[src/sv/fmst_pkg.sv]
// Shared constants, types and helper functions for the FEC matrix slot tracker.
// Used by every module of the block; depends on nothing else.
package fmst_pkg;

    // Matrix limits and the widths that follow from them.
    localparam int MAX_ROWS    = 16;
    localparam int MAX_COLUMNS = 16;
    localparam int GRID_DEPTH  = (MAX_ROWS + 1) * (MAX_COLUMNS + 1) - 1;
    localparam int SLOT_W      = $clog2(GRID_DEPTH);
    localparam int ROW_W       = $clog2(MAX_ROWS + 1);
    localparam int COL_W       = $clog2(MAX_COLUMNS + 1);
    localparam int SRC_W       = $clog2(MAX_ROWS * MAX_COLUMNS + 1);
    localparam int CNT_W       = $clog2(GRID_DEPTH + 1);
    localparam int OFF_W       = (MAX_ROWS * MAX_COLUMNS > 1) ?
                                 $clog2(MAX_ROWS * MAX_COLUMNS) : 1;

    // Divider geometry: two quotient bits are resolved per cycle.
    localparam int QUO_W_MIN   = (MAX_ROWS > 1) ? $clog2(MAX_ROWS) : 1;
    localparam int DIV_STEPS   = (QUO_W_MIN + 1) / 2;
    localparam int QUO_W       = 2 * DIV_STEPS;
    localparam int STEP_W      = (DIV_STEPS > 1) ? $clog2(DIV_STEPS) : 1;
    localparam int DSH_W       = COL_W + QUO_W;
    localparam int REM_W       = (OFF_W > DSH_W) ? OFF_W : DSH_W;

    // Field widths of the ports.
    localparam int SEQ_W       = 16;
    localparam int PT_W        = 7;
    localparam int CNT_CFG_W   = 5;
    localparam int CFG_IDX_W   = 2;
    localparam int CFG_DATA_W  = 16;

    // Payload type codes and actions.
    localparam logic [PT_W-1:0] PT_ROW_FEC = 7'd115;
    localparam logic [PT_W-1:0] PT_COL_FEC = 7'd116;
    localparam logic ACT_INSERT = 1'b0;
    localparam logic ACT_PROBE  = 1'b1;

    // Configuration register indexes.
    typedef enum logic [CFG_IDX_W-1:0] {
        CFG_BASE_SEQ  = 2'd0,
        CFG_ROW_COUNT = 2'd1,
        CFG_COL_COUNT = 2'd2
    } t_cfg_idx;

    // Packet class derived from the payload type.
    typedef enum logic [1:0] {
        KIND_SOURCE  = 2'd0,
        KIND_ROW_FEC = 2'd1,
        KIND_COL_FEC = 2'd2
    } t_kind;

    // Request and response of the shared divider.
    typedef struct packed {
        logic             start;
        logic [OFF_W-1:0] dividend;
        logic [COL_W-1:0] divisor;
    } t_div_req;

    typedef struct packed {
        logic             done;
        logic [QUO_W-1:0] quotient;
        logic [OFF_W-1:0] remainder;
    } t_div_rsp;

    // Rows in use: zero counts as one, large values saturate at the maximum.
    function automatic logic [ROW_W-1:0] eff_rows(input logic [CNT_CFG_W-1:0] raw);
        logic [ROW_W-1:0] res;
        if (raw == '0) begin
            res = ROW_W'(1);
        end else if (int'(raw) > MAX_ROWS) begin
            res = ROW_W'(MAX_ROWS);
        end else begin
            res = ROW_W'(raw);
        end
        return res;
    endfunction

    // Columns in use: same clamping as the rows.
    function automatic logic [COL_W-1:0] eff_cols(input logic [CNT_CFG_W-1:0] raw);
        logic [COL_W-1:0] res;
        if (raw == '0) begin
            res = COL_W'(1);
        end else if (int'(raw) > MAX_COLUMNS) begin
            res = COL_W'(MAX_COLUMNS);
        end else begin
            res = COL_W'(raw);
        end
        return res;
    endfunction

endpackage

[src/sv/fmst_occ_ram.sv]
// Occupancy memory of the FEC matrix slot tracker: one bit per grid slot.
// One write port and one read port with registered read data; uses fmst_pkg.
module fmst_occ_ram (
    input  logic                        i_clk,
    input  logic                        i_rd_en,
    input  logic [fmst_pkg::SLOT_W-1:0] i_rd_addr,
    output logic                        o_rd_data,
    input  logic                        i_wr_en,
    input  logic [fmst_pkg::SLOT_W-1:0] i_wr_addr,
    input  logic                        i_wr_data
);

    logic mem [fmst_pkg::GRID_DEPTH];
    logic r_rd_data;

    // Write port.
    always_ff @(posedge i_clk) begin
        if (i_wr_en) begin
            mem[i_wr_addr] <= i_wr_data;
        end
    end

    // Read port; the read data is registered.
    always_ff @(posedge i_clk) begin
        if (i_rd_en) begin
            r_rd_data <= mem[i_rd_addr];
        end
    end

    assign o_rd_data = r_rd_data;

endmodule

[src/sv/fmst_div.sv]
// Restoring divider of a small offset by the column count, two quotient bits per cycle.
// Uses the request and response structs of fmst_pkg.
module fmst_div (
    input  logic               i_clk,
    input  logic               i_rst_n,
    input  fmst_pkg::t_div_req i_req,
    output fmst_pkg::t_div_rsp o_rsp
);

    logic                           r_busy;
    logic                           r_done;
    logic [fmst_pkg::STEP_W-1:0]    r_step;
    logic [fmst_pkg::REM_W-1:0]     r_rem;
    logic [fmst_pkg::QUO_W-1:0]     r_quo;
    logic [fmst_pkg::COL_W-1:0]     r_div;
    logic [fmst_pkg::REM_W-1:0]     n_rem;
    logic [fmst_pkg::QUO_W-1:0]     n_quo;
    logic [fmst_pkg::REM_W-1:0]     shifted;

    // Two dependent trial subtractions per cycle, high bit first.
    always_comb begin
        n_rem   = r_rem;
        n_quo   = r_quo;
        shifted = '0;
        for (int j = 1; j >= 0; j--) begin
            shifted = fmst_pkg::REM_W'(r_div) << (2 * int'(r_step) + j);
            if (n_rem >= shifted) begin
                n_rem = n_rem - shifted;
                n_quo[2 * int'(r_step) + j] = 1'b1;
            end
        end
    end

    // Control: start loads the operands, the last step raises done for one cycle.
    always_ff @(posedge i_clk) begin
        if (!i_rst_n) begin
            r_busy <= 1'b0;
            r_done <= 1'b0;
            r_step <= '0;
        end else if (i_req.start) begin
            r_busy <= 1'b1;
            r_done <= 1'b0;
            r_step <= fmst_pkg::STEP_W'(fmst_pkg::DIV_STEPS - 1);
        end else if (r_busy) begin
            if (r_step == '0) begin
                r_busy <= 1'b0;
                r_done <= 1'b1;
            end else begin
                r_step <= r_step - 1'b1;
            end
        end else begin
            r_done <= 1'b0;
        end
    end

    // Datapath registers.
    always_ff @(posedge i_clk) begin
        if (i_req.start) begin
            r_rem <= fmst_pkg::REM_W'(i_req.dividend);
            r_quo <= '0;
            r_div <= i_req.divisor;
        end else if (r_busy) begin
            r_rem <= n_rem;
            r_quo <= n_quo;
        end
    end

    assign o_rsp.done      = r_done;
    assign o_rsp.quotient  = r_quo;
    assign o_rsp.remainder = r_rem[fmst_pkg::OFF_W-1:0];

endmodule

[src/sv/fec_matrix_slot_tracker_top.sv]
// Top level of the FEC matrix slot tracker: configuration, sequencing and counters.
// Instantiates fmst_div and fmst_occ_ram; uses fmst_pkg.
// An accepted transaction passes S_DIV and S_WRITE before its result is registered.
// No new transaction is accepted before the divider steps and the read-modify-write
// of the occupancy memory are done. The output register frees the input side.
// Reset and every write to the base, row or column register clear the counters and
// start a clearing pass over the occupancy memory, during which no input is accepted.
module fec_matrix_slot_tracker_top (
    input  logic                            i_clk,
    input  logic                            i_rst_n,
    // Input channel.
    input  logic                            i_in_valid,
    output logic                            o_in_ready,
    input  logic                            i_action,
    input  logic [fmst_pkg::PT_W-1:0]       i_payload_type,
    input  logic [fmst_pkg::SEQ_W-1:0]      i_seq_number,
    input  logic [fmst_pkg::SEQ_W-1:0]      i_fec_base,
    // Result channel.
    output logic                            o_out_valid,
    input  logic                            i_out_ready,
    output logic [fmst_pkg::SLOT_W-1:0]     o_slot_index,
    output logic                            o_slot_valid,
    output logic                            o_in_cluster,
    output logic                            o_all_sources_present,
    output logic                            o_cluster_empty,
    // Configuration channel.
    input  logic                            i_cfg_valid,
    output logic                            o_cfg_ready,
    input  logic [fmst_pkg::CFG_IDX_W-1:0]  i_cfg_index,
    input  logic [fmst_pkg::CFG_DATA_W-1:0] i_cfg_data
);

    typedef enum logic [4:0] {
        S_CLEAR = 5'b00001,
        S_IDLE  = 5'b00010,
        S_DIV   = 5'b00100,
        S_WRITE = 5'b01000,
        S_DONE  = 5'b10000
    } t_state;

    t_state                           r_state;
    logic [fmst_pkg::SEQ_W-1:0]       r_base;
    logic [fmst_pkg::CNT_CFG_W-1:0]   r_rows;
    logic [fmst_pkg::CNT_CFG_W-1:0]   r_cols;
    logic [fmst_pkg::SLOT_W-1:0]      r_clr_addr;
    logic [fmst_pkg::CNT_W-1:0]       r_slots_cnt;
    logic [fmst_pkg::CNT_W-1:0]       r_src_cnt;
    logic [fmst_pkg::CNT_W-1:0]       n_slots_cnt;
    logic [fmst_pkg::CNT_W-1:0]       n_src_cnt;
    fmst_pkg::t_kind                  r_kind;
    logic [fmst_pkg::OFF_W-1:0]       r_off;
    logic                             r_slot_ok;
    logic                             r_in_cluster;
    logic [fmst_pkg::SLOT_W-1:0]      r_slot;
    logic                             r_out_valid;
    logic [fmst_pkg::SLOT_W-1:0]      r_out_slot;
    logic                             r_out_slot_valid;
    logic                             r_out_in_cluster;
    logic                             r_out_all_src;
    logic                             r_out_empty;

    logic [fmst_pkg::ROW_W-1:0]       rows_eff;
    logic [fmst_pkg::COL_W-1:0]       cols_eff;
    logic [fmst_pkg::SRC_W-1:0]       src_total;
    logic [fmst_pkg::SLOT_W-1:0]      col_base;
    logic [fmst_pkg::SEQ_W-1:0]       seq_off;
    logic [fmst_pkg::SEQ_W-1:0]       fec_off;
    fmst_pkg::t_kind                  in_kind;
    logic                             in_cluster;
    logic                             in_slot_ok;
    logic [fmst_pkg::OFF_W-1:0]       in_off;
    logic                             in_accept;
    logic                             cfg_accept;
    logic                             cfg_hit;
    logic                             out_free;
    logic [fmst_pkg::SLOT_W-1:0]      slot_calc;
    logic [fmst_pkg::SLOT_W-1:0]      quo_ext;
    logic                             occ_rd_data;
    logic                             occ_rd_en;
    logic                             occ_wr_en;
    logic [fmst_pkg::SLOT_W-1:0]      occ_wr_addr;
    logic                             occ_wr_data;
    logic                             do_set;
    fmst_pkg::t_div_req               div_req;
    fmst_pkg::t_div_rsp               div_rsp;

    // Matrix geometry from the configuration registers.
    assign rows_eff  = fmst_pkg::eff_rows(r_rows);
    assign cols_eff  = fmst_pkg::eff_cols(r_cols);
    assign src_total = fmst_pkg::SRC_W'(rows_eff) * fmst_pkg::SRC_W'(cols_eff);
    assign col_base  = fmst_pkg::SLOT_W'(rows_eff) *
                       (fmst_pkg::SLOT_W'(cols_eff) + fmst_pkg::SLOT_W'(1));

    // Handshakes.
    assign o_cfg_ready = 1'b1;
    assign cfg_accept  = i_cfg_valid & o_cfg_ready;
    assign o_in_ready  = (r_state == S_IDLE);
    assign in_accept   = i_in_valid & o_in_ready;
    assign out_free    = !r_out_valid || i_out_ready;

    // Classify the incoming transaction and check its range; a probe gets no slot.
    always_comb begin
        seq_off    = i_seq_number - r_base;
        fec_off    = i_fec_base - r_base;
        in_cluster = (seq_off < fmst_pkg::SEQ_W'(src_total));
        if (i_payload_type == fmst_pkg::PT_ROW_FEC) begin
            in_kind    = fmst_pkg::KIND_ROW_FEC;
            in_off     = fec_off[fmst_pkg::OFF_W-1:0];
            in_slot_ok = (fec_off < fmst_pkg::SEQ_W'(src_total));
        end else if (i_payload_type == fmst_pkg::PT_COL_FEC) begin
            in_kind    = fmst_pkg::KIND_COL_FEC;
            in_off     = fec_off[fmst_pkg::OFF_W-1:0];
            in_slot_ok = (fec_off < fmst_pkg::SEQ_W'(cols_eff));
        end else begin
            in_kind    = fmst_pkg::KIND_SOURCE;
            in_off     = seq_off[fmst_pkg::OFF_W-1:0];
            in_slot_ok = in_cluster;
        end
        if (i_action == fmst_pkg::ACT_PROBE) begin
            in_slot_ok = 1'b0;
        end
    end

    // The divider starts on the accepting edge.
    assign div_req.start    = in_accept;
    assign div_req.dividend = in_off;
    assign div_req.divisor  = cols_eff;

    fmst_div u_div (
        .i_clk   (i_clk),
        .i_rst_n (i_rst_n),
        .i_req   (div_req),
        .o_rsp   (div_rsp)
    );

    // Slot number from offset, quotient and remainder.
    assign quo_ext = fmst_pkg::SLOT_W'(div_rsp.quotient);
    always_comb begin
        case (r_kind)
            fmst_pkg::KIND_ROW_FEC: begin
                slot_calc = fmst_pkg::SLOT_W'(r_off) - fmst_pkg::SLOT_W'(div_rsp.remainder)
                            + quo_ext + fmst_pkg::SLOT_W'(cols_eff);
            end
            fmst_pkg::KIND_COL_FEC: begin
                slot_calc = fmst_pkg::SLOT_W'(r_off) + col_base;
            end
            default: begin
                slot_calc = fmst_pkg::SLOT_W'(r_off) + quo_ext;
            end
        endcase
    end

    // Occupancy read when the quotient is ready; write on a new slot or while clearing.
    // The next read of any entry comes only after its write has taken effect, so no
    // forwarding path is needed.
    assign occ_rd_en = (r_state == S_DIV) && div_rsp.done && r_slot_ok;
    assign do_set    = (r_state == S_WRITE) && r_slot_ok && !occ_rd_data;

    always_comb begin
        if (r_state == S_CLEAR) begin
            occ_wr_en   = 1'b1;
            occ_wr_addr = r_clr_addr;
            occ_wr_data = 1'b0;
        end else begin
            occ_wr_en   = do_set;
            occ_wr_addr = r_slot;
            occ_wr_data = 1'b1;
        end
    end

    fmst_occ_ram u_occ (
        .i_clk     (i_clk),
        .i_rd_en   (occ_rd_en),
        .i_rd_addr (slot_calc),
        .o_rd_data (occ_rd_data),
        .i_wr_en   (occ_wr_en),
        .i_wr_addr (occ_wr_addr),
        .i_wr_data (occ_wr_data)
    );

    // Counters after this transaction's update.
    always_comb begin
        n_slots_cnt = r_slots_cnt;
        n_src_cnt   = r_src_cnt;
        if (do_set) begin
            n_slots_cnt = r_slots_cnt + fmst_pkg::CNT_W'(1);
            if (r_kind == fmst_pkg::KIND_SOURCE) begin
                n_src_cnt = r_src_cnt + fmst_pkg::CNT_W'(1);
            end
        end
    end

    // Configuration registers.
    always_comb begin
        unique case (i_cfg_index)
            fmst_pkg::CFG_BASE_SEQ,
            fmst_pkg::CFG_ROW_COUNT,
            fmst_pkg::CFG_COL_COUNT: cfg_hit = cfg_accept;
            default:                 cfg_hit = 1'b0;
        endcase
    end

    always_ff @(posedge i_clk) begin
        if (!i_rst_n) begin
            r_base <= '0;
            r_rows <= fmst_pkg::CNT_CFG_W'(4);
            r_cols <= fmst_pkg::CNT_CFG_W'(4);
        end else if (cfg_accept) begin
            unique case (i_cfg_index)
                fmst_pkg::CFG_BASE_SEQ:  r_base <= i_cfg_data[fmst_pkg::SEQ_W-1:0];
                fmst_pkg::CFG_ROW_COUNT: r_rows <= i_cfg_data[fmst_pkg::CNT_CFG_W-1:0];
                fmst_pkg::CFG_COL_COUNT: r_cols <= i_cfg_data[fmst_pkg::CNT_CFG_W-1:0];
                default: ;
            endcase
        end
    end

    // Sequencer, clearing pass and counters.
    always_ff @(posedge i_clk) begin
        if (!i_rst_n) begin
            r_state     <= S_CLEAR;
            r_clr_addr  <= '0;
            r_slots_cnt <= '0;
            r_src_cnt   <= '0;
        end else if (cfg_hit) begin
            r_state     <= S_CLEAR;
            r_clr_addr  <= '0;
            r_slots_cnt <= '0;
            r_src_cnt   <= '0;
        end else begin
            r_slots_cnt <= n_slots_cnt;
            r_src_cnt   <= n_src_cnt;
            unique case (r_state)
                S_CLEAR: begin
                    r_clr_addr <= r_clr_addr + fmst_pkg::SLOT_W'(1);
                    if (r_clr_addr == fmst_pkg::SLOT_W'(fmst_pkg::GRID_DEPTH - 1)) begin
                        r_state <= S_IDLE;
                    end
                end
                S_IDLE: begin
                    if (in_accept) begin
                        r_state <= S_DIV;
                    end
                end
                S_DIV: begin
                    if (div_rsp.done) begin
                        r_state <= S_WRITE;
                    end
                end
                S_WRITE: begin
                    r_state <= out_free ? S_IDLE : S_DONE;
                end
                S_DONE: begin
                    if (out_free) begin
                        r_state <= S_IDLE;
                    end
                end
                default: r_state <= S_CLEAR;
            endcase
        end
    end

    // Transaction context held while it is worked on.
    always_ff @(posedge i_clk) begin
        if (in_accept) begin
            r_kind       <= in_kind;
            r_off        <= in_off;
            r_slot_ok    <= in_slot_ok;
            r_in_cluster <= in_cluster;
        end
        if ((r_state == S_DIV) && div_rsp.done) begin
            r_slot <= slot_calc;
        end
    end

    // Output register.
    always_ff @(posedge i_clk) begin
        if (!i_rst_n) begin
            r_out_valid <= 1'b0;
        end else if ((r_state == S_WRITE || r_state == S_DONE) && out_free) begin
            r_out_valid <= 1'b1;
        end else if (i_out_ready) begin
            r_out_valid <= 1'b0;
        end
    end

    always_ff @(posedge i_clk) begin
        if ((r_state == S_WRITE || r_state == S_DONE) && out_free) begin
            r_out_slot       <= r_slot_ok ? r_slot : '0;
            r_out_slot_valid <= r_slot_ok;
            r_out_in_cluster <= r_in_cluster;
            r_out_all_src    <= (n_src_cnt == fmst_pkg::CNT_W'(src_total));
            r_out_empty      <= (n_slots_cnt == '0);
        end
    end

    assign o_out_valid           = r_out_valid;
    assign o_slot_index          = r_out_slot;
    assign o_slot_valid          = r_out_slot_valid;
    assign o_in_cluster          = r_out_in_cluster;
    assign o_all_sources_present = r_out_all_src;
    assign o_cluster_empty       = r_out_empty;

endmodule

[config.mk]
export PLATFORM = sky130hd
export DESIGN_NAME = fec_matrix_slot_tracker_top
export DESIGN_NICKNAME = d
export VERILOG_FILES = /design/src/sv/fmst_pkg.sv /design/src/sv/fmst_occ_ram.sv /design/src/sv/fmst_div.sv /design/src/sv/fec_matrix_slot_tracker_top.sv
export SDC_FILE = /design/constraint.sdc
export NUM_CORES = 1
export LEC_CHECK = 0
export BUFFER_PORTS_ARGS = -buffer_cell sky130_fd_sc_hd__buf_2
export CAP_MARGIN = 20
export CORE_MARGIN = 2
export CORE_UTILIZATION = 30
export DETAILED_ROUTE_END_ITERATION = 10
export PLACE_DENSITY = 0.5
export REMOVE_ABC_BUFFERS = 1
export SKIP_CTS_REPAIR_TIMING = 1
export SYNTH_ARGS = -nofsm -noshare
export SYNTH_HDL_FRONTEND = slang
export SYNTH_HIERARCHICAL = 1
export SYNTH_SLANG_ARGS = --single-unit
[constraint.sdc]
create_clock -name i_clk -period 7.91 [get_ports i_clk]
set_clock_uncertainty 0.2 [all_clocks]
set_input_delay 0.791 -clock i_clk [delete_from_list [all_inputs] [get_ports i_clk]]
set_output_delay 0.791 -clock i_clk [all_outputs]
set_load 0.05 [all_outputs]
==> impl_metrics.toml, run 1 <==
[cells_and_area]
diodes = 0
syn2layout_area_growth_pct = 12.50
num-fill-cells = 7886
design_area_sq_mm = 0.02616
nNetsFinal = 2399
layout_commonest_cell = "nor2_1"
layout_common_cells = "415 x nor2_1, 336 x edfxtp_1, 200 x nand2_1, 119 x ha_1, 118 x inv_1"
final_layout_size_suffix_gt1_frac = 0.1266

[worst_hold_path]
hp-class = "reg2reg"

[critical_path]
cp-end-kind = "flip-flop"
path_cells = "nor2b_1, nor2_1, inv_2, ha_1, a31oi_1, nor2_1, fa_1, inv_1, fa_1, fa_1, inv_1, ha_1, xnor2_1, a221oi_1, a21oi_2, inv_1, o31ai_1, a21oi_1, a2111oi_2, o211ai_1, o21ai_1, o41ai_2"
cp-start-kind = "flip-flop"
cp_data_arrival_time_ps = 7290
worstPathMaxFanout = 15
slowest_delay_ps = 620
critPathRequiredTime_ps = 8040
crit_type = "reg2reg"
critPathSlowestCell = "dfxtp_1"

[placement]
gp_congestion = 0.8871
io_buffers = 77
dp_hpwl_um = 44400
place_area_sq_mm = 0.02469
place_ws_ps = 817.4

[sta]
finalWorstSetupSlack_ps = 754.4
setup_viol = 0
holdWs_ps = 246.7
period_share = 0.9046
hold_violations = 0
finalSetupTns_ps = 0
slew_violations = 0
fmax_mhz = 139.8
min_period_ps = 7156
rsz0062_at_grt = "no"
slew_headroom = 0.2541
worst_slew_pin_slew_ps = 1116

[grt]
grt_max_degree = 122
antenna_found_initial = 1
grt_overflow = 0
grt_pass1_wl_um = 98910
grt_pass1_vias = 16608
grt_usage = 0.1622

[floorplan]
dieWidth_um = 282.4
start_util = 0.3017
core_area_sq_mm = 0.07708
die_y_um = 282.4
io_pins = 79
die-area_sq_mm = 0.07976
fp-row-count = 102

[logic_synthesis]
synth_area_sq_mm = 0.02326
ys_ff_latch = 403
synth_top_flop_cell = "edfxtp_1"
ys_types = 96
yosys_warnings = 6
synth_edf_count = 336
yosysSeqAreaShare = 0.4915
synth_cells = 2131
async_reset_ff_frac = 0
syn-mean-instance-area_sq_um = 10.91

[detailed_routing]
detail-route-antenna-nets = 0
wl_per_cell_um = 19.80
first_pass_iters = 5
avgViaCountPerCell = 5.046
post-route-drc-count = 0
drt-total-wl_um = 64380
vias = 16404
drtIter0Drc = 1279

[cts]
clk-insertion-delay-late_ps = 600
htree_levels = 2
clockRootBuffer = "clkbuf_16"
cts_buffer_depth = 3
clkTransAtPathRegs_ps = 60
numClockSinks = 403
cts_tree = "built"
cts_made_buffers = 45

[pwr]
seqPwrFrac = 0.476
p_leak_uw = 0.009101
switchingPower_uw = 1132
pwr-share-clk = 0.442
vdd_drop_max_mv = 0.1555
internal-power_uw = 3665
power_density_mw_per_mm2 = 183.4
pwr-share-comb = 0.082
sw_frac_of_total = 0.2359

[run]
cap_violations = 0

[outcome]
status = "finished clean"
## through the flow
| step | total power (uW) | instances | utilization |
|---|---|---|---|
| detailed placement | 2722 | 3169 | 0.3203 |
| CTS | 4862 | 3251 | 0.3394 |
| global placement | 2720 | 3167 | 0.3200 |
| global route | 4986 | 3251 | 0.3394 |
| finish | 4797 | 3251 | 0.3394 |
| floorplan | 2592 | 2027 | - |
## worst max-delay path: cells and delay by family, from the launching register on
family	cells	cell delay, ps
and+or+nand+nor	3	680
xor gates and xnor gates	1	160
adders and majority gates	5	2130
AOI/OAI and AO/OA	9	2390
buffers and inverters	4	700
DFF	1	620
## cell type report
cell class,count,area [sq um],share of cell area
sequential,403,11430,0.4369
multi-input combinational,1503,10890,0.4164
tap,1040,1301,0.04974
clock buffer,64,1284,0.04907
timing repair buffer,102,601.8,0.02300
inverter,121,459.2,0.01755
clock inverter,18,191.4,0.007317
## layer usage
metal | global-route usage | share of wire
met1 | 0.2135 | 0.45
met2 | 0.2785 | 0.49
met3 | 0.02015 | 0.039
met4 | 0.04843 | 0.026
met5 | 0 | 0
## cell usage after synthesis, drive strengths merged, types with 43 or more instances
| master | count | area [sq um] |
|---|---|---|
| nand2 | 200 | 750.7 |
| dfxtp | 67 | 1341 |
| mux4 | 65 | 1483 |
| nor2 | 416 | 1569 |
| inv | 120 | 450.4 |
| clkbuf | 74 | 279.0 |
| ha | 119 | 1489 |
| nand3 | 43 | 215.2 |
| a21oi | 80 | 404.1 |
| edfxtp | 336 | 10090 |
| xnor2 | 46 | 402.9 |
| o21ai | 47 | 239.0 |
## power groups by stage
stage	combinational (uW)	clock [uW]	sequential [uW]
after floorplan	268	0	2320
after global placement	393	0	2330
after detailed placement	395	0	2330
after CTS	399	2180	2280
after global routing	445	2260	2280
final	394	2120	2280
## registers in the layout, summed over array words and instances, names as in the netlist, 2 cells and up
name,cells
r_cols,5
r_slots_cnt,9
r_clr_addr,9
r_slot,9
r_src_cnt,9
r_kind,2
r_rows,5
r_off,8
u_div/r_quo,4
r_state,5
o_slot_index,9
r_base,16
u_occ/mem,288
u_div/r_rem,9
u_div/r_div,5
## path summary, 6_finish.rpt
| path | start | endpoint | slack, ps | cells past startpoint |
|---|---|---|---|---|
| max | r_cols[4] | u_occ/o_rd_data | 750 | 22 |
| min | r_in_cluster | o_in_cluster | 250 | 0 |
| max reg2reg | r_cols[4] | u_occ/o_rd_data | 750 | 22 |
| min reg2reg | r_in_cluster | o_in_cluster | 250 | 0 |
## kinds of logic after synthesis
| group | synth area share |
|---|---|
| AO/OA/AOI/OAI | 0.09340 |
| buffers and inverters | 0.04218 |
| XOR/XNOR | 0.03126 |
| multiplexers | 0.08328 |
| flip-flops | 0.4915 |
| adder cells (fa/ha/maj) | 0.09932 |
| AND/OR/NAND/NOR | 0.1587 |
| other | 0.0003229 |
Note: power is estimated with default switching activity, not from simulation.
==> run 2: changes to the inputs <==
--- a/config.mk
+++ b/config.mk
@@ -15,5 +15,4 @@
 export SKIP_CTS_REPAIR_TIMING = 1
 export SYNTH_ARGS = -nofsm -noshare
 export SYNTH_HDL_FRONTEND = slang
-export SYNTH_HIERARCHICAL = 1
 export SYNTH_SLANG_ARGS = --single-unit
==> impl_metrics.toml, run 2 <==
[logic_synthesis]
synth_area_leader_cell = "edfxtp_1"
yosys_warnings = 0
synth.most_common_cell = "nor2_1"
synth_cells = 2301
synth_top_flop_cell = "edfxtp_1"
synth_top_area_frac = 0.4375
async_reset_ff_frac = 0
synth_area_sq_mm = 0.02306
ys_types = 91
syn-mean-instance-area_sq_um = 10.02
synth_top_cells_by_area = "edfxtp_1 44%, nor2_1 6.6%, ha_1 6.5%, dfxtp_1 5.8%, nand2_1 5.5%"
ys_ff_latch = 403
synth_edf_count = 336
yosysSeqAreaShare = 0.4956
synth.top_cells.by_count = "406 x nor2_1, 336 x edfxtp_1, 336 x nand2_1, 119 x ha_1, 108 x a21oi_1"

[cells_and_area]
final_layout_size_suffix_gt1_frac = 0.09740
largest_register = "u_occ.mem"
final_util = 0.3434
largest_register_ff_count = 288
layout_commonest_cell = "nor2_1"
layout_common_cells = "405 x nor2_1, 336 x nand2_1, 336 x edfxtp_1, 119 x ha_1, 108 x a21oi_1"
nNetsFinal = 2569
fin_cells = 3414
reg.largest.list = "u_occ.mem: 288 flops, r_base: 16 flops"
syn2layout_area_growth_pct = 13.25
num-fill-cells = 7747

[sta]
period_share = 0.8646
setup_viol = 0
worst_slew_pin_slew_ps = 1053
slew_headroom = 0.2954
fmax_mhz = 146.2
hold_violations = 0
finalWorstSetupSlack_ps = 1071
min_period_ps = 6839
finalSetupTns_ps = 0
rsz0062_at_grt = "no"
slew_violations = 0

[critical_path]
reg2reg_depth = 20
slowest_delay_ps = 590
path_cells = "clkinv_1, o21ai_1, inv_1, ha_1, xnor2_1, nor2_1, fa_1, ha_1, ha_1, ha_1, fa_1, a221oi_1, a211oi_4, and2_1, o21ai_1, a41oi_1, a21oi_1, mux2_2, o22ai_1, o211a_1"
critPathRequiredTime_ps = 8190
r2r-start = "r_cols[4]"
cp-end-kind = "flip-flop"
cp_data_arrival_time_ps = 7120
cpMostUsedCell = "ha_1"
worstPathMaxFanout = 12
critPathSlowestCell = "a211oi_4"
cp-start-kind = "flip-flop"
startpoint = "r_cols[4]"
crit_type = "reg2reg"

[cts]
clk-insertion-delay-late_ps = 610
cts_made_buffers = 47
cts_tree = "built"
cts_buffer_depth = 3
numClockSinks = 403
clockRootBuffer = "clkbuf_16"
clkTransAtPathRegs_ps = 60
htree_levels = 2

[grt]
grt_usage = 0.1668
grt_pass1_wl_um = 101200
antenna_found_initial = 2
grt_overflow = 0
grt_pass1_vias = 17218
grt_max_degree = 116

[outcome]
status = "finished clean"

[pwr]
p_leak_uw = 0.009447
total_power_uw = 4861
power_density_mw_per_mm2 = 186.1
vdd_drop_max_mv = 0.1539

[placement]
io_buffers = 77
dp.cells = 3325
gp_congestion = 0.8481
dp_hpwl_um = 44600
place_ws_ps = 1083

[floorplan]
core_area_sq_mm = 0.07608
io_pins = 79
dieWidth_um = 281.3
start_util = 0.3032
die_y_um = 281.3
fp-row-count = 101
die-area_sq_mm = 0.07912

[run]
cap_violations = 0

[detailed_routing]
post-route-drc-count = 0
detail-route-antenna-nets = 0
vias = 17194
drtIter0Drc = 1370
avgViaCountPerCell = 5.036
drt-total-wl_um = 65830
wl_per_cell_um = 19.28
first_pass_iters = 7

[worst_hold_path]
min-delay-start = "i_cfg_data[5]"
hold_depth = 3
hp-class = "in2reg"
run 2: final timing paths:
| check | endpoint | slack, ps |
|---|---|---|
| worst min-delay path | r_base[5] | 230 |
| worst max register to register | u_occ.o_rd_data | 1070 |
| worst min register to register | o_in_cluster | 260 |
| worst max-delay path | u_occ.o_rd_data | 1070 |
run 2: metrics by stage:
stage               cell area [sq um]  hold WS [ps]
finish                          26120         231.9
global route                    26120         220.0
floorplan                       22590         200.3
detailed placement              24530         260.9
CTS                             26070         194.0
global placement                24470         255.0
run 2: critical path, delay by kind of cell, from the launching register on:
family | cells | cell delay (ps)
muxes | 1 | 280
xor gates and xnor gates | 1 | 280
buffers and inverters | 2 | 610
adders and majority gates | 6 | 2180
DFF | 1 | 570
AOI/OAI and AO/OA | 8 | 1920
and+or+nand+nor | 2 | 690
run 2: routing by layer:
metal	GRT usage	vias to the layer above	routed length, um
met4	0.04746	0	1720
met1	0.2171	8514	29060
met5	0	-	0
met2	0.2863	433	31970
li1	-	8150	-
met3	0.02536	97	3086
run 2: power by group:
group,total [uW],internal [uW],switching (uW),leakage (uW)
Sequential,2280,2280,7.15,0.00352
Clock,2190,1270,923,0.000755
Combinational,389,156,233,0.00517
Total,4860,3700,1160,0.00945
run 2: kinds of logic (layout without fill, tap and decap cells):
group | after synthesis | after routing | share of synthesized area
AND/OR/NAND/NOR | 989 | 989 | 0.1887
buffers and inverters | 222 | 301 | 0.03917
flip-flops | 403 | 403 | 0.4956
multiplexers | 89 | 89 | 0.04497
XOR/XNOR | 81 | 81 | 0.03173
adder cells (fa/ha/maj) | 160 | 160 | 0.1001
AO/OA/AOI/OAI | 355 | 355 | 0.09938
other | 2 | 6 | 0.0003256
run 2: cell type report:
class	count	area, sq um	share of cell area
antenna	2	5.005	0.0001916
inverter	111	421.7	0.01614
clock inverter	24	244.0	0.009340
multi-input combinational	1678	10750	0.4117
tap	1030	1289	0.04934
clock buffer	61	1301	0.04982
timing repair buffer	105	675.6	0.02587
sequential	403	11430	0.4376
